File: src/cmmg_pkg.sv
// Shared types and constants of the community move / modularity gain engine.
// No dependencies; used by every module under src.
`default_nettype none
package cmmg_pkg;
  localparam int MAX_NODES  = 1024;
  localparam int MAX_DEGREE = 32;
  localparam int NODE_W     = $clog2(MAX_NODES);
  localparam int DEG_W      = $clog2(MAX_DEGREE + 1);
  localparam int SLOT_W     = $clog2(MAX_DEGREE);
  localparam int NBR_AW     = NODE_W + SLOT_W;
  localparam int DSUM_W     = 16;
  localparam int EDGE_W     = 15;
  localparam int GAIN_W     = 23;
  localparam int SUM_W      = DSUM_W + DEG_W + 5;

  localparam logic signed [SUM_W-1:0] GAIN_MAX = SUM_W'((64'sd1 <<< (GAIN_W - 1)) - 64'sd1);
  localparam logic signed [SUM_W-1:0] GAIN_MIN = -GAIN_MAX - SUM_W'(1);

  typedef enum logic [1:0] {
    OP_ADD   = 2'd0,
    OP_MOVE  = 2'd1,
    OP_TRY   = 2'd2,
    OP_QUERY = 2'd3
  } op_e;

  typedef struct packed {
    op_e               op;
    logic [NODE_W-1:0] node;
    logic [NODE_W-1:0] partner;
    logic [NODE_W-1:0] target;
  } req_t;

  typedef struct packed {
    logic signed [GAIN_W-1:0] gain;
    logic                     applied;
    logic                     status;
    logic [NODE_W-1:0]        cur;
    logic [DSUM_W-1:0]        cdeg;
    logic [EDGE_W-1:0]        cedges;
  } res_t;

  typedef struct packed {
    logic clearing;
    logic req_pop;
  } eng_stat_t;

  typedef enum logic [4:0] {
    S_CLEAR, S_IDLE, S_LOOKUP, S_FIRST, S_PARTNER, S_ADD_SUM_U, S_ADD_RD_V,
    S_ADD_SUM_V, S_ADD_EDGE, S_OLD_SUM, S_NEW_SUM, S_NBR, S_LABEL, S_MUL,
    S_SUM, S_UPD_OLD, S_UPD_NEW, S_UPD_EDGE, S_FIN, S_OUT
  } st_e;
endpackage
`default_nettype wire

File: src/cmmg_front.sv
// Front end: two-entry request queue that decodes and wraps incoming requests.
// Depends on cmmg_pkg.
`default_nettype none
module cmmg_front (
  input  wire                         clk_i,
  input  wire                         rst_ni,
  input  wire                         push_i,
  input  wire  [1:0]                  operation_i,
  input  wire  [cmmg_pkg::NODE_W-1:0] node_i,
  input  wire  [cmmg_pkg::NODE_W-1:0] partner_node_i,
  input  wire  [cmmg_pkg::NODE_W-1:0] target_community_i,
  output logic                        full_o,
  input  wire  cmmg_pkg::eng_stat_t   stat_i,
  output logic                        req_valid_o,
  output cmmg_pkg::req_t              req_o
);
  cmmg_pkg::req_t ent_q [2];
  logic           wr_q, rd_q;
  logic [1:0]     cnt_q;
  logic           acc, pop;
  cmmg_pkg::req_t req_in;

  // pack the request fields; the operation code is cast to op_e
  always_comb begin
    req_in.op      = cmmg_pkg::op_e'(operation_i);
    req_in.node    = node_i;
    req_in.partner = partner_node_i;
    req_in.target  = target_community_i;
  end

  assign full_o      = (cnt_q == 2'd2) || stat_i.clearing;
  assign acc         = push_i && !full_o;
  assign req_valid_o = (cnt_q != 2'd0);
  assign pop         = stat_i.req_pop && req_valid_o;
  assign req_o       = ent_q[rd_q];

  always_ff @(posedge clk_i) begin
    if (acc) ent_q[wr_q] <= req_in;
  end

  always_ff @(posedge clk_i or negedge rst_ni) begin
    if (!rst_ni) begin
      wr_q  <= 1'b0;
      rd_q  <= 1'b0;
      cnt_q <= 2'd0;
    end else begin
      if (acc) wr_q <= ~wr_q;
      if (pop) rd_q <= ~rd_q;
      cnt_q <= cnt_q + {1'b0, acc} - {1'b0, pop};
    end
  end
endmodule
`default_nettype wire

File: config.mk
export PLATFORM = sky130hd
export DESIGN_NAME = cmmg_front
export DESIGN_NICKNAME = d
export VERILOG_FILES = /design/src/cmmg_pkg.sv /design/src/cmmg_front.sv
export SDC_FILE = /design/constraint.sdc
export NUM_CORES = 1
export LEC_CHECK = 0
export BUFFER_PORTS_ARGS = -buffer_cell sky130_fd_sc_hd__buf_2
export CAP_MARGIN = 25
export CORE_ASPECT_RATIO = 0.8
export CORE_MARGIN = 1
export CORE_UTILIZATION = 30
export DETAILED_ROUTE_END_ITERATION = 8
export HOLD_SLACK_MARGIN = 0.03
export SLEW_MARGIN = 40
export SYNTH_ARGS = -nofsm -noshare
export SYNTH_HDL_FRONTEND = slang
export SYNTH_SLANG_ARGS = --single-unit
File: constraint.sdc
create_clock -name clk_i -period 5.5 [get_ports clk_i]
set_clock_uncertainty 0.15 [all_clocks]
set_input_delay 0.825 -clock clk_i [delete_from_list [all_inputs] [get_ports clk_i]]
set_output_delay 0.825 -clock clk_i [all_outputs]
set_load 0.005 [all_outputs]
# Yosys cells after proc, flatten, opt, wreduce, memory -nomap -nowiden
# Memory sizes are Yosys's and may differ from the RTL's.
# Cells that the tools add are included.
# word_totals
n_memories,1
register_bits,4
in_bits,37
ramBits,64
elab_cells,16
# classes
muxes,2
eq_ne,1
reduce_logical,5
addsub,2
bitwise_logic,2
# mem_list
name,words,width,read_ports,rd_ports_with_merged_regs,write_ports,line,rtl
ent_q,2,32,1,0,1,cmmg_front.sv:17,cmmg_pkg::req_t ent_q [2];
# ops
cell,count
$add 2x1->2,1
$eq 2x2->1 const B,1
$logic_and 1x1->1,2
$mux 1,2
$not 1->1,2
$reduce_bool 2->1,1
$sub 2x1->2,1
$logic_not 1->1,1
$logic_or 1x1->1,1

# Longest topological paths before layout
# Gate-level depths: netlist of the first run.
# depth
depth_word,6
mapped_depth,7

# Least setup slack after synthesis of the first run
# OpenSTA, ideal clock, no wires.
# synth_path
kind,input-to-reg
start,input stat_i[1] in the netlist's numbering
end,"memory ent_q[0][0] in the netlist's numbering, enable pin"
cell_stages,2
path_slack_ns,2.502
arrival_time_ns,2.427
path_cell_list,nand3b_1 nor2_1
# synth_via
elab_chain_len,5
# synth_lines
item,line,rtl
start: declaration,cmmg_front.sv:13,"input wire cmmg_pkg::eng_stat_t stat_i,"
$logic_or 1x1->1,cmmg_front.sv:31,assign full_o = (cnt_q == 2'd2) || stat_i.clearing;
$logic_not 1->1,cmmg_front.sv:32,assign acc = push_i && !full_o;
$logic_and 1x1->1,cmmg_front.sv:32,
$mux 1,cmmg_front.sv:38,if (acc) ent_q[wr_q] <= req_in;
$mux 1 (implied by the code),cmmg_front.sv:38,
end: declaration,cmmg_front.sv:17,
# Every way passes these cells.

==> results of run 1 <==
-- layout make-up --
type                    count  area [µm²]  area share
multi-input cells          45         589       0.177
clock inverters             7        57.6      0.0172
inverters                   2        7.51     0.00225
flip-flops and latches     68        2030       0.607
clock buffers               9         124      0.0371
well taps                 112         140      0.0420
repair buffers             72         393       0.118
-- metal layers --
metal	up-vias	track usage	wire, µm
li1	615	-	-
met1	625	0.138	2180
met2	46	0.152	2010
met3	11	0.0403	343
met4	2	0.0523	64
met5	-	0	13
-- critical path, delay by kind of cell (launching register included) --
| family | cells | cell delay [ns] |
|---|---|---|
| mux | 1 | 0.40 |
| buf+inv | 1 | 0.12 |
| flops | 1 | 0.83 |
-- power by group --
group | internal (mW) | leakage [nW] | switching (mW) | total (mW)
Clock | 0.203 | 0.0976 | 0.173 | 0.376
Combinational | 0.254 | 0.600 | 0.137 | 0.391
Sequential | 0.651 | 0.630 | 0.0882 | 0.739
Total | 1.11 | 1.33 | 0.398 | 1.51
-- worst max path at each step --
stage | cells past startpoint | startpoint | to | slack [ns]
after global routing | 2 | rd_q | req_o[0] | 2.76
final | 2 | rd_q | req_o[0] | 2.84
after CTS | 2 | rd_q | req_o[0] | 2.80
after global placement | 3 | stat_i[1] | ent_q[1][16] | 2.89
after floorplan | 2 | stat_i[1] | ent_q[0][0] | 2.50
after detailed placement | 4 | stat_i[1] | ent_q[1][16] | 2.95
-- per-stage QoR --
stage | hold slack (ns) | total power, mW
floorplan | 0.318 | 1.01
global placement | 0.346 | 1.14
detailed placement | 0.339 | 1.15
CTS | 0.125 | 1.53
global route | 0.127 | 1.59
finish | 0.137 | 1.51
-- cells in the mapped netlist --
cell type  number  area (µm²)
xnor2_1         3        26.3
nor2_1          2        7.51
inv_1           2        7.51
dfrtp_1         4         100
nand3b_1        1        7.51
buf_6           4        45.0
mux2_4         29         435
nand2b_1        2        12.5
xor2_1          1        8.76
ha_1            2        25.0
mux2_2          3        33.8
edfxtp_1       64        1920
and2_4          1        8.76
or2_4           1        8.76
-- sequential cells by signal, indices dropped and copies added (netlist names) --
register  flops
rd_q          1
cnt_q         2
wr_q          1
ent_q        64
-- kinds of logic (layout without fill, tap and decap cells) --
group         Yosys count  in the layout
xor+xnor                4              4
fa+ha+maj               2              2
buf+inv                 6             90
flops                  68             68
mux                    32             32
simple gates            7              7
==> results.tsv, run 1 <==
stage	metric	value	unit
drt	vias	1299	
worst_setup_path	rrSetupSlack	3.49	ns
floorplanning	die_w	107	µm
cells_and_area	final_nets	237	
drt	viasPerCell	4.12	
timing	worst_pin_slew	0.611	ns
clock_network	hold_buffers	0	
placed_design	placed_area	0.00316	mm²
timing	setup_viol	0	
clock_network	cts.sinks	68	
global_routing	overflow	0	
synth	synth_seq_cells	68	
cells_and_area	final_cells	315	
clock_network	cts_setup_buffers	0	
cells_and_area	layout_commonest_cell	buf_2	
cells_and_area	layout-drive-gt1-share	0.606	
timing	fin_setup_tns	0	ns
placed_design	pre_cts_slack	2.95	ns
drt	drtPass1Iterations	3	
synth	synth-simple-area-share	0.0170	
timing	fin_crit	2.66	ns
synth	ys_seq_area_frac	0.763	
clock_network	root_buffer	clkbuf_8	
synth	ys_warn_count	0	
cells_and_area	final_util	0.392	
synth	synthAdderAreaFrac	0.00945	
timing	fin_crit_sh	0.483	
placed_design	hpwl	3.24	mm
global_routing	grt_pass1_wl	6.80	mm
global_routing	antenna_found_initial	1	
power_and_ir_drop	vdd_ir_drop_max	0.145	mV
cells_and_area	fin_area	0.00334	mm²
global_routing	track_usage	0.105	
clock_network	htreeDepth	3	
worst_setup_path	r2r_start	cnt_q[1]	
drt	drc	0	
worst_setup_path	cp_slowest_cell	dfrtp_4	
placed_design	place_congestion	0.690	
min_path	hp-class	primary input to async pin	
synth	syn-instance-count	119	
drt	drtAntennaViolNets	0	
timing	fin_ws	2.84	ns
synth	syn_area	0.00265	mm²
placed_design	io_buffers	70	
worst_setup_path	critical_path_arrival	1.68	ns
synth	synthXorXnorAreaFrac	0.0132	
worst_setup_path	end_kind	primary output	
worst_setup_path	start_kind	flip-flop	
worst_setup_path	crit_chain	mux2_2 > buf_2	
floorplanning	core	0.00852	mm²
cells_and_area	num_antenna_cells	0	
timing	rsz0062_at_grt	no	
synth	synth.area.mux_share	0.177	
worst_setup_path	reg2reg_depth	4	
timing	max_freq	0.376	GHz
synth	synth_top_family_by_area	multiplexers	
clock_network	cts_buffers	9	
power_and_ir_drop	p_per_area	451	mW/mm²
worst_setup_path	crit_fanout	33	
floorplanning	row_count	30	
run_status	status	finished clean	
worst_setup_path	critPathMaxStageDelay	0.83	ns
cells_and_area	final_cell_mix	70 x buf_2, 64 x edfxtp_1, 29 x mux2_4	
cells_and_area	syn2layout_area_growth	26.0	%
drt	drt_iter0_drc	51	
timing	finalHoldViolCount	0	
flow_run	max_cap_violations	0	
clock_network	cts_resized	0	
synth	synth_fp_nets	158	
drt	routedWlPerCell	14.6	µm
synth	synth-compound-area-share	0	
floorplanning	die_area	0.00921	mm²
power_and_ir_drop	p_leak	1.33	nW
clock_network	cts_tree	done	
global_routing	grt_max_degree	34	
timing	maxSlewHeadroom	0.593	
drt	wl	4.61	mm
clock_network	path_clk_slew	0.07	ns
synth	synth_cell_types	14	
timing	slew_viol_final	0	
floorplanning	start_util	0.311	
worst_setup_path	r2r-end	ent_q[1][13]	
clock_network	clock_latency	0.33	ns
worst_setup_path	crit_required	4.53	ns
placed_design	place_inst	299	
clock_network	cts_max_path_buffers	2	
cells_and_area	fillCellCount	782	
floorplanning	die_y	86.0	µm
synth	avgSynthCellArea	22.3	µm²
worst_setup_path	worstSetupPathType	flip-flop to primary output	
global_routing	grt_pass1_vias	1324	
floorplanning	ios	71	
No activity file was read; power rests on OpenSTA's default activity.
==> run 2, diff against run 1 <==
Clock period 5.5 ns to 2.25 ns, I/O delays scaled along.
==> results.tsv, run 2 (synthesis gave the netlist of run 1 again) <==
stage	metric	value	unit
cells_and_area	largest_reg_flops	64	
global_routing	grt_pass1_wl	7.07	mm
power_and_ir_drop	finalPower	4.12	mW
global_routing	overflow	0	
placed_design	hpwl	2.88	mm
cells_and_area	layout_commonest_cell	buf_2	
timing	maxSlewHeadroom	0.743	
floorplanning	ios	71	
placed_design	io_buffers	70	
cells_and_area	final_cells	350	
floorplanning	die_area	0.00921	mm²
timing	max_freq	0.489	GHz
global_routing	track_usage	0.109	
floorplanning	die_w	107	µm
power_and_ir_drop	vdd_ir_drop_max	0.573	mV
global_routing	grt_pass1_vias	1466	
drt	drtAntennaViolNets	0	
run_status	status	finished clean	
placed_design	placed_area	0.00316	mm²
floorplanning	row_count	30	
cells_and_area	top_register	ent_q	
drt	drtPass1Iterations	4	
flow_run	max_cap_violations	0	
clock_network	htreeDepth	3	
worst_setup_path	end_kind	primary output	
power_and_ir_drop	p_per_area	1100	mW/mm²
timing	rsz0062_at_grt	no	
floorplanning	core	0.00852	mm²
timing	fin_crit_sh	0.908	
clock_network	cts.sinks	68	
clock_network	cts_resized	0	
global_routing	grt_max_degree	21	
clock_network	path_clk_slew	0.07	ns
drt	vias	1419	
timing	fin_crit	2.04	ns
cells_and_area	fin_area	0.00374	mm²
cells_and_area	layout-drive-gt1-share	0.538	
drt	drc	0	
worst_setup_path	worstSetupPathType	flip-flop to primary output	
timing	finalHoldViolCount	0	
clock_network	cts_max_path_buffers	2	
placed_design	place_congestion	0.644	
cells_and_area	syn2layout_area_growth	41.0	%
worst_setup_path	start_kind	flip-flop	
timing	worst_pin_slew	0.386	ns
cells_and_area	num_antenna_cells	0	
cells_and_area	final_util	0.438	
clock_network	clock_latency	0.33	ns
worst_setup_path	crit_fanout	20	
clock_network	root_buffer	clkbuf_8	
cells_and_area	final_nets	273	
drt	wl	4.66	mm
cells_and_area	top_regs	ent_q (64), cnt_q (2)	
clock_network	cts_tree	done	
drt	viasPerCell	4.05	
drt	routedWlPerCell	13.3	µm
global_routing	antenna_found_initial	0	
worst_setup_path	crit_required	1.76	ns
drt	drt_iter0_drc	28	
worst_setup_path	critical_path_arrival	1.56	ns
floorplanning	die_y	86.0	µm
timing	setup_viol	0	
placed_design	place_inst	303	
timing	slew_viol_final	0	
cells_and_area	final_cell_mix	70 x buf_2, 64 x edfxtp_1, 32 x dlygate4sd3_1	
clock_network	cts_setup_buffers	0	
power_and_ir_drop	p_leak	1.50	nW
min_path	hp-class	primary input to flip-flop	
clock_network	cts_buffers	9	
floorplanning	start_util	0.311	
==> run 2: cell types whose count changed in the layout (fill, tap and decap cells not counted), moves of 2 or more <==
cell and change:
buf_4 +6, bufinv_16 +3, dlygate4sd3_1 +32, clkinv_1 -2
clkinv_2 -4
==> run 2: report_power, final <==
| group | leakage, nW | switching, mW | internal (mW) | total, mW |
|---|---|---|---|---|
| logic | 0.745 | 0.503 | 0.667 | 1.17 |
| clock network | 0.126 | 0.456 | 0.846 | 1.30 |
| registers | 0.630 | 0.0600 | 1.59 | 1.65 |
| total | 1.50 | 1.02 | 3.10 | 4.12 |
==> run 2: layer usage <==
layer / GRT usage / routed length [µm]
met1: 0.120 / 2020
met2: 0.182 / 2330
met3: 0.0540 / 263
met4: 0.0374 / 40
met5: 0 / 0
==> run 2: final timing paths <==
path | slack, ns | cells past startpoint | startpoint | end
max | 0.21 | 3 | rd_q | req_o[0]
max reg2reg | 0.37 | 7 | cnt_q[1] | cnt_q[1]
max in group asynchronous | 1.64 | 2 | rst_ni | rd_q
min in group asynchronous | 0.18 | 2 | rst_ni | cnt_q[1]
min | 0.06 | 1 | target_community_i[7] | ent_q[1][7]
min reg2reg | 0.35 | 1 | cnt_q[1] | cnt_q[1]
==> run 2: layout make-up <==
type | count | area [µm²]
Clock buffer | 9 | 124
Clock inverter | 6 | 136
Fill cell | 760 | 4780
Inverter | 2 | 7.51
Multi-Input combinational cell | 45 | 589
Sequential cell | 68 | 2020
Tap cell | 112 | 140
Timing Repair Buffer | 108 | 716
==> run 2: critical path, stage by stage, from the launching register on <==
cell and delay [ns]:
dfrtp_2 0.36, buf_4 0.35, mux2_2 0.38, buf_2 0.12
==> run 2: what timing repair did <==
item	4_1_cts	5_1_grt
hold buffers	28	4
endpoints found under the setup margin	0	0
hold endpoints to repair	58	8
==> run 2: metrics by stage <==
stage                     TNS, ns  setup WS, ns  hold slack (ns)
after floorplan            -21.08        -0.329           -0.108
after global placement          0         0.380        -0.000226
after detailed placement        0         0.355         -0.00177
after CTS                       0         0.149           0.0317
after global routing            0         0.110           0.0356
final                           0         0.207           0.0612
