**src/cmmg_pkg.sv**
```systemverilog
// Shared types and constants of the community move / modularity gain engine.
// No dependencies; used by every module under src.
`default_nettype none
package cmmg_pkg;
  localparam int MAX_NODES  = 1024;
  localparam int MAX_DEGREE = 32;
  localparam int NODE_W     = $clog2(MAX_NODES);
  localparam int DEG_W      = $clog2(MAX_DEGREE + 1);
  localparam int SLOT_W     = $clog2(MAX_DEGREE);
  localparam int NBR_AW     = NODE_W + SLOT_W;
  localparam int DSUM_W     = 16;
  localparam int EDGE_W     = 15;
  localparam int GAIN_W     = 23;
  localparam int SUM_W      = DSUM_W + DEG_W + 5;

  localparam logic signed [SUM_W-1:0] GAIN_MAX = SUM_W'((64'sd1 <<< (GAIN_W - 1)) - 64'sd1);
  localparam logic signed [SUM_W-1:0] GAIN_MIN = -GAIN_MAX - SUM_W'(1);

  typedef enum logic [1:0] {
    OP_ADD   = 2'd0,
    OP_MOVE  = 2'd1,
    OP_TRY   = 2'd2,
    OP_QUERY = 2'd3
  } op_e;

  typedef struct packed {
    op_e               op;
    logic [NODE_W-1:0] node;
    logic [NODE_W-1:0] partner;
    logic [NODE_W-1:0] target;
  } req_t;

  typedef struct packed {
    logic signed [GAIN_W-1:0] gain;
    logic                     applied;
    logic                     status;
    logic [NODE_W-1:0]        cur;
    logic [DSUM_W-1:0]        cdeg;
    logic [EDGE_W-1:0]        cedges;
  } res_t;

  typedef struct packed {
    logic clearing;
    logic req_pop;
  } eng_stat_t;

  typedef enum logic [4:0] {
    S_CLEAR, S_IDLE, S_LOOKUP, S_FIRST, S_PARTNER, S_ADD_SUM_U, S_ADD_RD_V,
    S_ADD_SUM_V, S_ADD_EDGE, S_OLD_SUM, S_NEW_SUM, S_NBR, S_LABEL, S_MUL,
    S_SUM, S_UPD_OLD, S_UPD_NEW, S_UPD_EDGE, S_FIN, S_OUT
  } st_e;
endpackage
`default_nettype wire

```
**src/cmmg_resq.sv**
```systemverilog
// Two-entry result queue between the engine and the result ports.
// Depends on cmmg_pkg.
`default_nettype none
module cmmg_resq (
  input  wire                   clk_i,
  input  wire                   rst_ni,
  input  wire                   push_i,
  input  wire  cmmg_pkg::res_t  res_i,
  output logic                  full_o,
  input  wire                   pop_i,
  output logic                  empty_o,
  output cmmg_pkg::res_t        res_o
);
  cmmg_pkg::res_t ent_q [2];
  logic           wr_q, rd_q;
  logic [1:0]     cnt_q;
  logic           acc, pop;

  assign full_o  = (cnt_q == 2'd2);
  assign empty_o = (cnt_q == 2'd0);
  assign acc     = push_i && !full_o;
  assign pop     = pop_i && !empty_o;
  assign res_o   = ent_q[rd_q];

  always_ff @(posedge clk_i) begin
    if (acc) ent_q[wr_q] <= res_i;
  end

  always_ff @(posedge clk_i or negedge rst_ni) begin
    if (!rst_ni) begin
      wr_q  <= 1'b0;
      rd_q  <= 1'b0;
      cnt_q <= 2'd0;
    end else begin
      if (acc) wr_q <= ~wr_q;
      if (pop) rd_q <= ~rd_q;
      cnt_q <= cnt_q + {1'b0, acc} - {1'b0, pop};
    end
  end
endmodule
`default_nettype wire

```
**config.mk**
```make
export PLATFORM = sky130hd
export DESIGN_NAME = cmmg_resq
export DESIGN_NICKNAME = d
export VERILOG_FILES = /design/src/cmmg_pkg.sv /design/src/cmmg_resq.sv
export SDC_FILE = /design/constraint.sdc
export NUM_CORES = 1
export LEC_CHECK = 0
export ABC_CLOCK_PERIOD_IN_PS = 4950
export BUFFER_PORTS_ARGS = -buffer_cell sky130_fd_sc_hd__buf_2
export CORE_AREA = 2 2 104 106
export CTS_BUF_LIST = sky130_fd_sc_hd__clkbuf_8
export DETAILED_ROUTE_END_ITERATION = 10
export DIE_AREA = 0 0 106 108
export PLACE_DENSITY_LB_ADDON = 0.12
export SLEW_MARGIN = 10
export SYNTH_ARGS = -nofsm -noshare
export SYNTH_HDL_FRONTEND = slang
export SYNTH_SLANG_ARGS = --single-unit
export TNS_END_PERCENT = 10
```
**constraint.sdc**
```tcl
create_clock -name clk_i -period 4.95 [get_ports clk_i]
set_input_delay 0 -clock clk_i [delete_from_list [all_inputs] [get_ports clk_i]]
set_output_delay 0 -clock clk_i [all_outputs]
set_load 0.01 [all_outputs]
```
## Yosys cells after proc, flatten, opt, wreduce, memory -nomap -nowiden

Memories as Yosys holds them, arrays and structs flattened.
Cells that the tools add are included.

- Input port bits: 70
- Memory bits (writable): 132
- Register bits after elaboration: 4
- Memories kept: 1
- Output and inout bits: 68
- Word-level logic and storage cells: 16

- Reductions and logical operators: 5
- Equal/unequal tests: 1
- Add/subtract/negate cells: 2
- Bitwise logic cells: 2
- Mux-type cells: 2

Memory list:

| name | words | bits a word | rd ports | clocked after memory_dff | write ports | RTL line | RTL |
|---|---|---|---|---|---|---|---|
| ent_q | 2 | 66 | 1 | 0 | 1 | cmmg_resq.sv:14 | `cmmg_pkg::res_t ent_q [2];` |

Operators with widths:

| operator | number |
|---|---|
| 2-bit by 1-bit adder with 2-bit output | 1 |
| 2-bit == test (second input constant) | 1 |
| 1-bit logical AND | 2 |
| 1-bit zero test | 2 |
| 2-bit zero test | 1 |
| 1-bit 2-to-1 mux | 2 |
| 1-bit inverter | 2 |
| 2-bit by 1-bit subtractor with 2-bit output | 1 |

## Depth between registers and ports, before layout

Gate-level depths: netlist of the first run.

- Depth in word-level cells: 5
- Mapped depth: 7
- Gate-level depth less buffers: 7

## Worst setup path before layout of the first run

OpenSTA, ideal clock, no wires.

- Path kind: reg2reg
- Start point: reg cnt_q[1]
- End point: mem ent_q[0][0] (netlist name) (enable)
- Required time: 4.460 ns
- Library setup time: 0.490 ns
- Period minus slack after synthesis: 3.844 ns
- Setup slack: 1.106 ns
- Arrival time: 3.354 ns
- Stages on the path, launching flop included: 4
- Path buffers: 0
- Path through: dfrtp_1 > nand2b_1 > nand2_1 > nor2_1

- Word-level cells in the longest chain between the ends: 5

RTL lines:

| element | RTL line | RTL |
|---|---|---|
| start, declared | cmmg_resq.sv:16 | `logic [1:0] cnt_q;` |
| start signal, assigned | cmmg_resq.sv:37 | `cnt_q <= cnt_q + {1'b0, acc} - {1'b0, pop};` |
| 2-bit == test | cmmg_resq.sv:19 | `assign full_o = (cnt_q == 2'd2);` |
| 1-bit zero test | cmmg_resq.sv:21 | `assign acc = push_i && !full_o;` |
| 1-bit logical AND | cmmg_resq.sv:21 |  |
| 1-bit 2-to-1 mux | cmmg_resq.sv:26 | `if (acc) ent_q[wr_q] <= res_i;` |
| 1-bit 2-to-1 mux (implied by the code) | cmmg_resq.sv:26 |  |
| end, declared | cmmg_resq.sv:14 |  |

No other way between the ends.

## Final worst setup path of the first run

- Start point: reg cnt_q[1]
- End point: mem ent_q[0][20] (netlist name) (enable)

The elaborated chain is that of the path after synthesis.

==> out/summary.txt, run 1 <==
======================================================================================
Element type at the critical path end ...................................         flop
Max Fanout on Critical Path .............................................           40
Maximum resistive drop on vdd ...........................................     0.346 mV
Mean routed wirelength per cell .........................................      15.1 um
CTS resizes .............................................................            0
Initial drt markers .....................................................           95
Layout area overhead ....................................................        38.3%
Register-to-register setup slack ........................................      2.47 ns
Total via count after detailed routing ..................................         2782
Post-route DRC ..........................................................            0
Worst path arrival time .................................................      2.56 ns
Power, Total ............................................................      3.77 mW
CTS tree ................................................................        built
Synth area leaders ...................................................... sky130_fd_sc_hd__edfxtp_1 78%, sky130_fd_sc_hd__mux2_4 8.9%, sky130_fd_sc_hd__mux2_2 8.0%, sky130_fd_sc_hd__dfrtp_1 2.0%, sky130_fd_sc_hd__buf_6 0.67%
Gate family responsible for the most delay along the worst path ......... simple AND/OR/NAND/NOR gates
Depth of the worst register-to-register path ............................            4
Worst clock skew ........................................................   0.00714 ns
Critical path launch point type .........................................         flop
Portion of the post-synthesis area used by sequential elements ..........        80.1%
Origin of the worst setup path .......................................... cnt_q[1]$_DFF_PN0_
Number of port buffers ..................................................          137
Setup total negative slack ..............................................         0 ns
Filler Cells Inserted ...................................................          715
Setup Crit Path Kind .................................................... flop to flop
Global-route wire length before repair ..................................     13500 um
Maximum level of the CTS H-tree .........................................            4
Initial Utilization .....................................................        49.6%
Netlist cell types ......................................................           16
Share of Yosys cell area claimed by the top area cell type ..............        78.1%
Number of global-route vias before repair ...............................         2857
Post-Synthesis Cells ....................................................          223
Source-to-sink clock delay at the later pin of the worst-skew pair ......      0.42 ns
Maximum buffer depth of the clock tree ..................................            2
Final antenna-violating net count .......................................            0
Root buffer cell ........................................................ sky130_fd_sc_hd__clkbuf_8
Pin count of the biggest net entering global routing ....................           68
Total of endpoints with negative setup slack in the final report ........            0
Routed WL ...............................................................      8940 um
Number of antenna violations at the first check in global routing .......            0
Synth Net Count .........................................................          295
Std cell rows ...........................................................           37
Boundary Pins ...........................................................          138
First-pass iteration count of the detailed router .......................            4
Number of placed cells counting well taps ...............................          490
Non-Filler Instances ....................................................          592
Tightest Hold Check Type ................................................ input port to flop
GR Util All Layers ......................................................        16.1%
Fin nets ................................................................          515
Avg Cell Area, Syn ......................................................   22.8 sq um
Cell type contributing the most total cell area after synthesis ......... sky130_fd_sc_hd__edfxtp_1
Max-capacitance violation count .........................................            0
Setup bufs post-CTS .....................................................            0
Fmax achieved ...........................................................      403 MHz
Worst slew pin tran .....................................................      1.21 ns
Period utilization ......................................................        50.2%
FF-to-FF End ............................................................ ent_q[0][20]$_DFFE_PP_
Floorplan die area ......................................................  11400 sq um
Required time of the critical path ......................................      5.03 ns
Hold-critical path depth ................................................            2
Num CTS Buffers .........................................................           17
Remaining global-route overflow .........................................            0
Final number of hold-violating endpoints ................................            0
Placed cell area ........................................................   5900 sq um
Horizontal die dimension ................................................       106 um
CTS sink cnt ............................................................          136
Final worst path period need ............................................      2.48 ns
Count of buffer and inverter cells on the critical path .................            1
Endpoint of the worst hold path ......................................... ent_q[1][22]$_DFFE_PP_
Design area .............................................................   7020 sq um
Unrepaired setup endpoints after global routing .........................        false
Max-slew headroom at the worst pin ......................................        18.9%
Detailed-placement wirelength estimate ..................................      5180 um
Slowest stage cell, crit path ........................................... sky130_fd_sc_hd__nor2_4
Routability congestion estimate .........................................        0.670
Clock slew at the register clock pins of the worst setup and hold paths .      0.07 ns
Worst flop-to-flop path startpoint ...................................... cnt_q[1]$_DFF_PN0_
Outcome ................................................................. finished, final reports clean
Total number of yosys warnings ..........................................            0
Syn Std Cell Area .......................................................   5070 sq um
FF+latch count, synth ...................................................          136
Antenna diode count .....................................................            0
Ratio of cells with drive above 1 in the final layout ...................        51.8%
Height of the chip ......................................................       108 um
Cell Chain, Critical Path ............................................... nand2b_1 -> nand2_1 -> nor2_4 -> buf_4
Static leakage power ....................................................      2.77 nW
Vias per std cell .......................................................         4.70
Number of pins exceeding their max-slew limit in the final report .......            0
Start point of the worst hold path ......................................    res_i[22]
Core area ...............................................................  10200 sq um
Power density normalized to cell area ...................................  537 nW/um^2
Stage delay of the slowest cell on the critical path ....................      0.94 ns
======================================================================================
[routing by layer]
metal,GRT usage [%],routed length (um),up-vias
met3,5.61,544,7
met4,7.42,70,0
li1,-,-,1321
met5,0,0,-
met1,18.4,3660,1357
met2,27.6,4660,97
[synthesized netlist by cell type]
library cell / number
sky130_fd_sc_hd__nand2_1: 1
sky130_fd_sc_hd__mux2_4: 30
sky130_fd_sc_hd__buf_6: 3
sky130_fd_sc_hd__xor2_1: 1
sky130_fd_sc_hd__nor2_1: 2
sky130_fd_sc_hd__nand2b_1: 1
sky130_fd_sc_hd__and3_1: 1
sky130_fd_sc_hd__mux2_2: 36
sky130_fd_sc_hd__buf_4: 1
sky130_fd_sc_hd__xnor2_1: 3
sky130_fd_sc_hd__dfrtp_1: 4
sky130_fd_sc_hd__buf_2: 3
sky130_fd_sc_hd__edfxtp_1: 132
sky130_fd_sc_hd__ha_1: 2
sky130_fd_sc_hd__inv_1: 2
sky130_fd_sc_hd__nor2b_1: 1
[metrics by stage]
stage | utilization (%) | setup WS (ns) | hold WS [ns]
5_1_grt | 68.6 | 2.30 | 0.276
3_5_place_dp | 57.6 | 2.42 | -0.190
2_1_floorplan | - | 1.11 | -0.296
6_report | 68.6 | 2.47 | 0.300
3_3_place_gp | 57.6 | 2.47 | -0.189
4_1_cts | 68.6 | 2.41 | 0.263
[final cells by class]
type	instances	area, sq um	share of cell area, %
clock inverters	15	185	2.64
well taps	136	170	2.43
multi-input cells	78	958	13.7
clock buffers	17	234	3.33
flip-flops and latches	136	4070	58.0
inverters	2	7.51	0.107
repair buffers	208	1390	19.9
[logic make-up (layout without fill, tap and decap cells)]
group,after synthesis,in the layout,synth area share [%]
adders and majority gates,2,2,0.493
buffers and inverters,9,242,1.26
and+or+nand+nor,6,6,0.592
xor gates and xnor gates,4,4,0.691
muxes,66,66,16.9
DFF,136,136,80.1
[power breakdown]
| group | total (mW) | switching [mW] | internal, mW |
|---|---|---|---|
| Combinational | 1.06 | 0.480 | 0.585 |
| Sequential | 1.77 | 0.188 | 1.58 |
| Clock | 0.940 | 0.398 | 0.542 |
| Total | 3.77 | 1.07 | 2.70 |
[placed cells by master (no fill, tap or decap), types with 3 or more instances in the layout]
cell,Yosys,layout
sky130_fd_sc_hd__buf_2,3,137
sky130_fd_sc_hd__edfxtp_1,132,132
sky130_fd_sc_hd__dlygate4sd3_1,0,70
sky130_fd_sc_hd__mux2_2,36,36
sky130_fd_sc_hd__mux2_4,30,30
sky130_fd_sc_hd__clkbuf_8,0,17
sky130_fd_sc_hd__clkinv_2,0,4
sky130_fd_sc_hd__bufinv_16,0,4
sky130_fd_sc_hd__inv_1,2,3
sky130_fd_sc_hd__xnor2_1,3,3
sky130_fd_sc_hd__clkinv_4,0,3
sky130_fd_sc_hd__dfrtp_1,4,3
[repair_timing]
action	in CTS	in global routing
endpoints found under the hold margin	138	0
setup endpoints to repair	0	0
hold buffers	70	0
[flip-flops by register name (all words and copies together), names as in the netlist]
signal  flops
ent_q     132
cnt_q       2
rd_q        1
wr_q        1
[how the worst max path moves through the flow]
| stage | endpoint | slack (ns) | cells past startpoint |
|---|---|---|---|
| global placement | ent_q[0][12]$_DFFE_PP_ | 2.47 | 4 |
| global route | ent_q[0][20]$_DFFE_PP_ | 2.30 | 4 |
| detailed placement | ent_q[0][12]$_DFFE_PP_ | 2.42 | 4 |
| finish | ent_q[0][20]$_DFFE_PP_ | 2.47 | 4 |
| floorplan | ent_q[0][0]$_DFFE_PP_ | 1.11 | 3 |
| CTS | ent_q[0][20]$_DFFE_PP_ | 2.41 | 4 |
Note: power is estimated with default switching activity, not from simulation.
==> run 2, diff against run 1 <==
ABC_AREA = 1   (was default)
ABC_CLOCK_PERIOD_IN_PS = 2300   (was 4950)
clock period = 2.3 ns   (was 4.95 ns; I/O delays follow)
==> run 2 against run 1 <==
Net effect: via count rose by 23%; sequential power increased by 98%; non-clock buffer count up 6; synthesized cell count is 70% higher; critical path depth rose by 1; critical path type is now flop to output port; critical endpoint is now res_o[46].
==> out/summary.txt, run 2 <==
======================================================================================
Detailed-placement wirelength estimate ..................................      5830 um   +13%
Avg Cell Area, Syn ......................................................   13.3 sq um   -41%
Gate family responsible for the most delay along the worst path ......... buffers and inverters
Commonest non-fill, non-tap cell in the layout .......................... sky130_fd_sc_hd__nand2_1
Initial Utilization .....................................................        49.4%   -0.18 points
Power, Total ............................................................      8.25 mW   +120%
Most frequent cell after synthesis ...................................... sky130_fd_sc_hd__nand2_1
Fin nets ................................................................          669   +30%
Horizontal die dimension ................................................       106 um   unchanged
Source-to-sink clock delay at the later pin of the worst-skew pair ......      0.43 ns   about the same
Global-route wire length before repair ..................................     15100 um   +12%
Core area ...............................................................  10200 sq um   unchanged
Total number of yosys warnings ..........................................            0   unchanged
Tightest Hold Check Type ................................................ input port to flop
Clock slew at the register clock pins of the worst setup and hold paths .      0.07 ns   about the same
Static leakage power ....................................................      3.08 nW   +11%
Routability congestion estimate .........................................        0.717   +7.0%
Period utilization ......................................................        80.4%
Ratio of cells with drive above 1 in the final layout ...................        29.0%   -23 points
Hold WS .................................................................     0.290 ns   -0.0101 ns
Max-slew headroom at the worst pin ......................................        52.0%   +33 points
Final number of hold-violating endpoints ................................            0   unchanged
Slowest stage cell, crit path ........................................... sky130_fd_sc_hd__dfrtp_2
Total of endpoints with negative setup slack in the final report ........            0   unchanged
Cell types with the highest counts after synthesis ...................... 211 x sky130_fd_sc_hd__nand2_1, 132 x sky130_fd_sc_hd__edfxtp_1, 10 x sky130_fd_sc_hd__inv_1
Mean routed wirelength per cell .........................................      13.2 um   -13%
Met2 global-route usage .................................................        30.8%   +3.1 points
Share of Yosys cell area claimed by the top area cell type ..............        78.4%   +0.29 points
GR Util All Layers ......................................................        17.9%   +1.7 points
First-pass iteration count of the detailed router .......................            4   unchanged
Non-Filler Instances ....................................................          746   +26%
Worst path arrival time .................................................      1.85 ns   -0.71 ns
Layout area overhead ....................................................        38.5%
Number of global-route vias before repair ...............................         3355   +17%
Syn Std Cell Area .......................................................   5050 sq um   -0.37%
Unrepaired setup endpoints after global routing .........................        false
Count of buffer and inverter cells on the critical path .................            3   +2
Commonest register cell after synthesis ................................. sky130_fd_sc_hd__edfxtp_1
Number of port buffers ..................................................          137   unchanged
Number of placed cells counting well taps ...............................          644   +31%
Required time of the critical path ......................................      2.30 ns   -2.73 ns
Total via count after detailed routing ..................................         3428   +23%
Cell Chain, Critical Path ............................................... inv_2 -> buf_4 -> nand2_1 -> nand2_1 -> buf_2
Number of pins exceeding their max-slew limit in the final report .......            0   unchanged
Flip-flop count of the largest register after layout ....................          132   unchanged
Reg with most FFs .......................................................        ent_q
CTS sink cnt ............................................................          136   unchanged
Worst slew pin tran .....................................................     0.720 ns   -0.493 ns
Share of async-settable or async-resettable flops after synthesis .......        2.94%   unchanged
Worst clock skew ........................................................   0.00638 ns   -0.000758 ns
Post-route DRC ..........................................................            0   unchanged
Final Core Density ......................................................        68.4%   -0.15 points
Boundary Pins ...........................................................          138   unchanged
Pin count of the biggest net entering global routing ....................           68   unchanged
Maximum level of the CTS H-tree .........................................            4   unchanged
Height of the chip ......................................................       108 um   unchanged
FF+latch count, synth ...................................................          136   unchanged
Portion of the post-synthesis area used by sequential elements ..........        80.4%   +0.30 points
Element type at the critical path end ...................................  output port
Maximum resistive drop on vdd ...........................................     0.612 mV   +77%
Setup bufs post-CTS .....................................................            0   unchanged
Count of flip-flops with a built-in enable after synthesis ..............          132   unchanged
Maximum buffer depth of the clock tree ..................................            2   unchanged
Antenna diode count .....................................................            0   unchanged
Final worst path period need ............................................      1.85 ns
Commonest cells after routing, fill and taps aside ...................... 211 x sky130_fd_sc_hd__nand2_1, 137 x sky130_fd_sc_hd__buf_2, 132 x sky130_fd_sc_hd__edfxtp_1
Setup total negative slack ..............................................         0 ns   unchanged
CTS tree ................................................................        built
Initial drt markers .....................................................          185   +95%
Stage delay of the slowest cell on the critical path ....................      0.41 ns   -0.53 ns
Post-Synthesis Cells ....................................................          379   +70%
M1 GR Usage .............................................................        21.0%   +2.7 points
Final antenna-violating net count .......................................            0   unchanged
Outcome ................................................................. finished, final reports clean
Floorplan die area ......................................................  11400 sq um   unchanged
Num CTS Buffers .........................................................           17   unchanged
Max-capacitance violation count .........................................            0   unchanged
Remaining global-route overflow .........................................            0   unchanged
Registers with the most flip-flops ...................................... ent_q: 132 flops, cnt_q: 2 flops
Fmax achieved ...........................................................      541 MHz
Vias per std cell .......................................................         4.60   -2.2%
Netlist cell types ......................................................           11   -5
Routed WL ...............................................................      9840 um   +10%
Setup Crit Path Kind .................................................... flop to output port
Busiest grt layer .......................................................         met2
Synth Net Count .........................................................          451   +53%
Number of antenna violations at the first check in global routing .......            0   unchanged
Cell type contributing the most total cell area after synthesis ......... sky130_fd_sc_hd__edfxtp_1
Global routing usage on met3 ............................................        5.06%   -0.54 points
Critical path launch point type .........................................         flop
Max Fanout on Critical Path .............................................           33   -18%
Synth area leaders ...................................................... sky130_fd_sc_hd__edfxtp_1 78%, sky130_fd_sc_hd__nand2_1 16%, sky130_fd_sc_hd__dfrtp_1 2.0%, sky130_fd_sc_hd__buf_6 1.1%, sky130_fd_sc_hd__inv_1 0.74%
Root buffer cell ........................................................ sky130_fd_sc_hd__clkbuf_8
Power density normalized to cell area ................................... 1180 nW/um^2   +120%
Cell mode on critical path .............................................. sky130_fd_sc_hd__nand2_1
Std cell rows ...........................................................           37   unchanged
======================================================================================
run 2: final timing paths:
path	startpoint	to	slack [ns]	cells past startpoint
max in group asynchronous	rst_ni	rd_q$_DFFE_PN0P_	1.60	3
worst max register to register	cnt_q[1]$_DFF_PN0_	ent_q[1][35]$_DFFE_PP_	0.73	4
worst min register to register	wr_q$_DFFE_PN0P_	wr_q$_DFFE_PN0P_	0.48	2
worst min-delay path	res_i[29]	ent_q[0][29]$_DFFE_PP_	0.29	2
worst max-delay path	rd_q$_DFFE_PN0P_	res_o[46]	0.45	5
min in group asynchronous	rst_ni	cnt_q[0]$_DFF_PN0_	0.49	3
run 2: per-layer routing:
metal  vias up  share of wire [%]
met1      1605                 41
met2       103                 51
li1       1706                  -
met4         0                1.7
met5         -                  0
met3        14                6.1
run 2: cell families after synthesis:
group,share of synthesized area (%)
buffers and inverters,3.07
adder cells (fa/ha/maj),0.495
flip-flops,80.4
AND/OR/NAND/NOR,16.0
run 2: cell type report:
class	instances	area, sq um
sequential	136	4070
clock buffer	17	234
timing repair buffer	214	1440
tap	136	170
inverter	11	41.3
fill	751	3230
clock inverter	15	209
multi-input combinational	217	843
run 2: power by group:
part	switching, mW	total (mW)	internal, mW
Combinational	1.72	2.63	0.902
Sequential	0.120	3.50	3.38
Clock	0.854	2.13	1.27
Total	2.70	8.25	5.55
run 2: stage by stage:
step	setup WS, ns	cell area [sq um]
CTS	0.411	7000
global placement	0.756	5860
detailed placement	0.732	5860
finish	0.452	7000
global route	0.296	7000
floorplan	0.0221	5060
run 2: what timing repair did:
| action | CTS | global route |
|---|---|---|
| gates resized for setup | 0 | 0 |
| hold buffers | 70 | 0 |
| hold endpoints to repair | 138 | 0 |
==> run 3, diff against run 2 <==
ABC_CLOCK_PERIOD_IN_PS = 1530   (was 2300)
CORE_AREA = 2 2 105 107   (was 2 2 104 106)
DIE_AREA = 0 0 107 109   (was 0 0 106 108)
clock period = 1.53 ns   (was 2.3 ns; I/O delays follow)
==> run 3 against run 2 <==
Net effect: critical path depth stayed put; first-iteration DRC count fell by 8.1%; via count increased by 1.1%; largest cell class unchanged; utilization down 1.8 points; worst hold slack better by 0.011 ns; non-clock buffer count increased by 6; highest routed layer unchanged.
==> out/summary.txt, run 3 (same netlist as run 2, synthesis figures left out) <==
======================================================================================
Max-slew headroom at the worst pin ......................................        81.2%   +29 points
CTS sink cnt ............................................................          136   unchanged
Horizontal die dimension ................................................       107 um   +0.94%
Core area ...............................................................  10600 sq um   +3.6%
Vias per std cell .......................................................         4.58   -0.23%
Floorplan die area ......................................................  11700 sq um   +1.9%
Met3 wire len ...........................................................       637 um   +6.7%
Antenna diode count .....................................................            0   unchanged
Origin of the worst setup path .......................................... rd_q$_DFFE_PN0P_
Destination of the critical timing path .................................    res_o[39]
Critical path launch point type .........................................         flop
Final Core Density ......................................................        66.7%   -1.8 points
Root buffer cell ........................................................ sky130_fd_sc_hd__clkbuf_8
Worst slew pin tran .....................................................     0.281 ns   -0.439 ns
Required time of the critical path ......................................      1.53 ns   -0.77 ns
Total of endpoints with negative setup slack in the final report ........            0   unchanged
Maximum resistive drop on vdd ...........................................     0.833 mV   +36%
Global-route wire length before repair ..................................     15600 um   +3.3%
Total via count after detailed routing ..................................         3466   +1.1%
Commonest non-fill, non-tap cell in the layout .......................... sky130_fd_sc_hd__nand2_1
Period utilization ......................................................        94.9%
Registers with the most flip-flops ...................................... ent_q: 132 flops, cnt_q: 2 flops
Detailed-placement wirelength estimate ..................................      6000 um   +2.9%
Pin count of the biggest net entering global routing ....................           53   -22%
Number of antenna violations at the first check in global routing .......            0   unchanged
Maximum level of the CTS H-tree .........................................            4   unchanged
Final worst path period need ............................................      1.45 ns
Worst clock skew ........................................................   0.00752 ns   +0.00114 ns
Ratio of cells with drive above 1 in the final layout ...................        30.4%   +1.3 points
GR Util All Layers ......................................................        18.2%   +0.34 points
Max Fanout on Critical Path .............................................           13   -61%
Layout area overhead ....................................................        39.9%
Flip-flop count of the largest register after layout ....................          132   unchanged
Worst path arrival time .................................................      1.45 ns   -0.40 ns
Number of global-route vias before repair ...............................         3360   +0.15%
Commonest cells after routing, fill and taps aside ...................... 207 x sky130_fd_sc_hd__nand2_1, 137 x sky130_fd_sc_hd__buf_2, 132 x sky130_fd_sc_hd__edfxtp_1
Top layer reached by signal wires .......................................         met4
Routability congestion estimate .........................................        0.701   -2.2%
Clock slew at the register clock pins of the worst setup and hold paths .      0.07 ns   about the same
Maximum buffer depth of the clock tree ..................................            2   unchanged
Remaining global-route overflow .........................................            0   unchanged
Height of the chip ......................................................       109 um   +0.93%
Std cell rows ...........................................................           38   +2.7%
Placed cell area ........................................................   5950 sq um   +1.6%
Fmax achieved ...........................................................      689 MHz
Hold WS .................................................................     0.301 ns   +0.0114 ns
Design area .............................................................   7070 sq um   +0.96%
Met2 wirelength from detailed routing ...................................      5170 um   +3.0%
Tightest Hold Check Type ................................................ input port to flop
Final number of hold-violating endpoints ................................            0   unchanged
Outcome ................................................................. finished, final reports clean
Element type at the critical path end ...................................  output port
Reg with most FFs .......................................................        ent_q
Number of port buffers ..................................................          137   unchanged
Setup Crit Path Kind .................................................... flop to output port
FF-to-FF End ............................................................ cnt_q[1]$_DFF_PN0_
DRT met1 WL .............................................................      4610 um   +14%
Fin nets ................................................................          675   +0.90%
CTS tree ................................................................        built
Routed WL ...............................................................     10600 um   +7.7%
Worst flop-to-flop path startpoint ...................................... cnt_q[1]$_DFF_PN0_
Num CTS Buffers .........................................................           17   unchanged
Static leakage power ....................................................      3.09 nW   +0.45%
Post-route DRC ..........................................................            0   unchanged
First-pass iteration count of the detailed router .......................            4   unchanged
Power, Total ............................................................      12.1 mW   +47%
Depth of the worst register-to-register path ............................           10   +6
Final antenna-violating net count .......................................            0   unchanged
Max-capacitance violation count .........................................            0   unchanged
Initial drt markers .....................................................          170   -8.1%
Number of pins exceeding their max-slew limit in the final report .......            0   unchanged
Power density normalized to cell area ................................... 1720 nW/um^2   +46%
Register-to-register setup slack ........................................      0.12 ns   -0.61 ns
Setup bufs post-CTS .....................................................            0   unchanged
Initial Utilization .....................................................        47.7%   -1.7 points
Boundary Pins ...........................................................          138   unchanged
Mean routed wirelength per cell .........................................      14.0 um   +6.3%
Source-to-sink clock delay at the later pin of the worst-skew pair ......      0.42 ns   about the same
======================================================================================
## run 3: repair_timing
item                                    4_1_cts  5_1_grt
resized for setup                             0       12
endpoints found under the hold margin       138        0
endpoints found under the setup margin        3       54
hold buffers                                 70        0
pin swaps                                     0        0
cloned                                        0        3
## run 3: metal layers
layer  up-vias  GRT usage [%]
met5         -              0
li1       1716              -
met2       112           30.2
met1      1623           21.9
met3        15           5.62
met4         0           8.81
## run 3: how the worst min path moves through the flow
stage,startpoint,end,cells past startpoint
floorplan,rst_ni,cnt_q[0]$_DFF_PN0_,0
global placement,rst_ni,cnt_q[1]$_DFF_PN0_,1
detailed placement,rst_ni,cnt_q[0]$_DFF_PN0_,1
CTS,res_i[11],ent_q[0][11]$_DFFE_PP_,2
global route,res_i[18],ent_q[0][18]$_DFFE_PP_,2
finish,res_i[43],ent_q[0][43]$_DFFE_PP_,2
## run 3: report_power, final
part	leakage, nW	total, mW	internal, mW	switching, mW
combinational	1.65	4.49	1.72	2.77
sequential	1.28	5.28	5.07	0.209
clock	0.170	2.38	1.09	1.29
## run 3: critical path: stages, from the launching register on
cell and delay (ns):
sky130_fd_sc_hd__dfrtp_2 0.44, sky130_fd_sc_hd__clkinv_4 0.13, sky130_fd_sc_hd__clkbuf_16 0.20, sky130_fd_sc_hd__nand2_1 0.06, sky130_fd_sc_hd__nand2_1 0.07, sky130_fd_sc_hd__buf_2 0.14
## run 3: stage by stage
step / instances / setup WS [ns] / TNS, ns
floorplan: 379 / -0.428 / -54.76
global route: 756 / -0.00976 / -0.0562
finish: 756 / 0.0785 / 0
detailed placement: 651 / 0.101 / 0
global placement: 651 / 0.186 / 0
CTS: 753 / -0.0153 / -0.0324
## run 3: cell type report
cell class	instances	area, sq um
clock buffers	17	234
repair buffers	220	1600
flip-flops and latches	136	4070
inverters	11	50.0
fillers	828	3530
well taps	140	175
clock inverters	15	91.3
multi-input cells	217	858
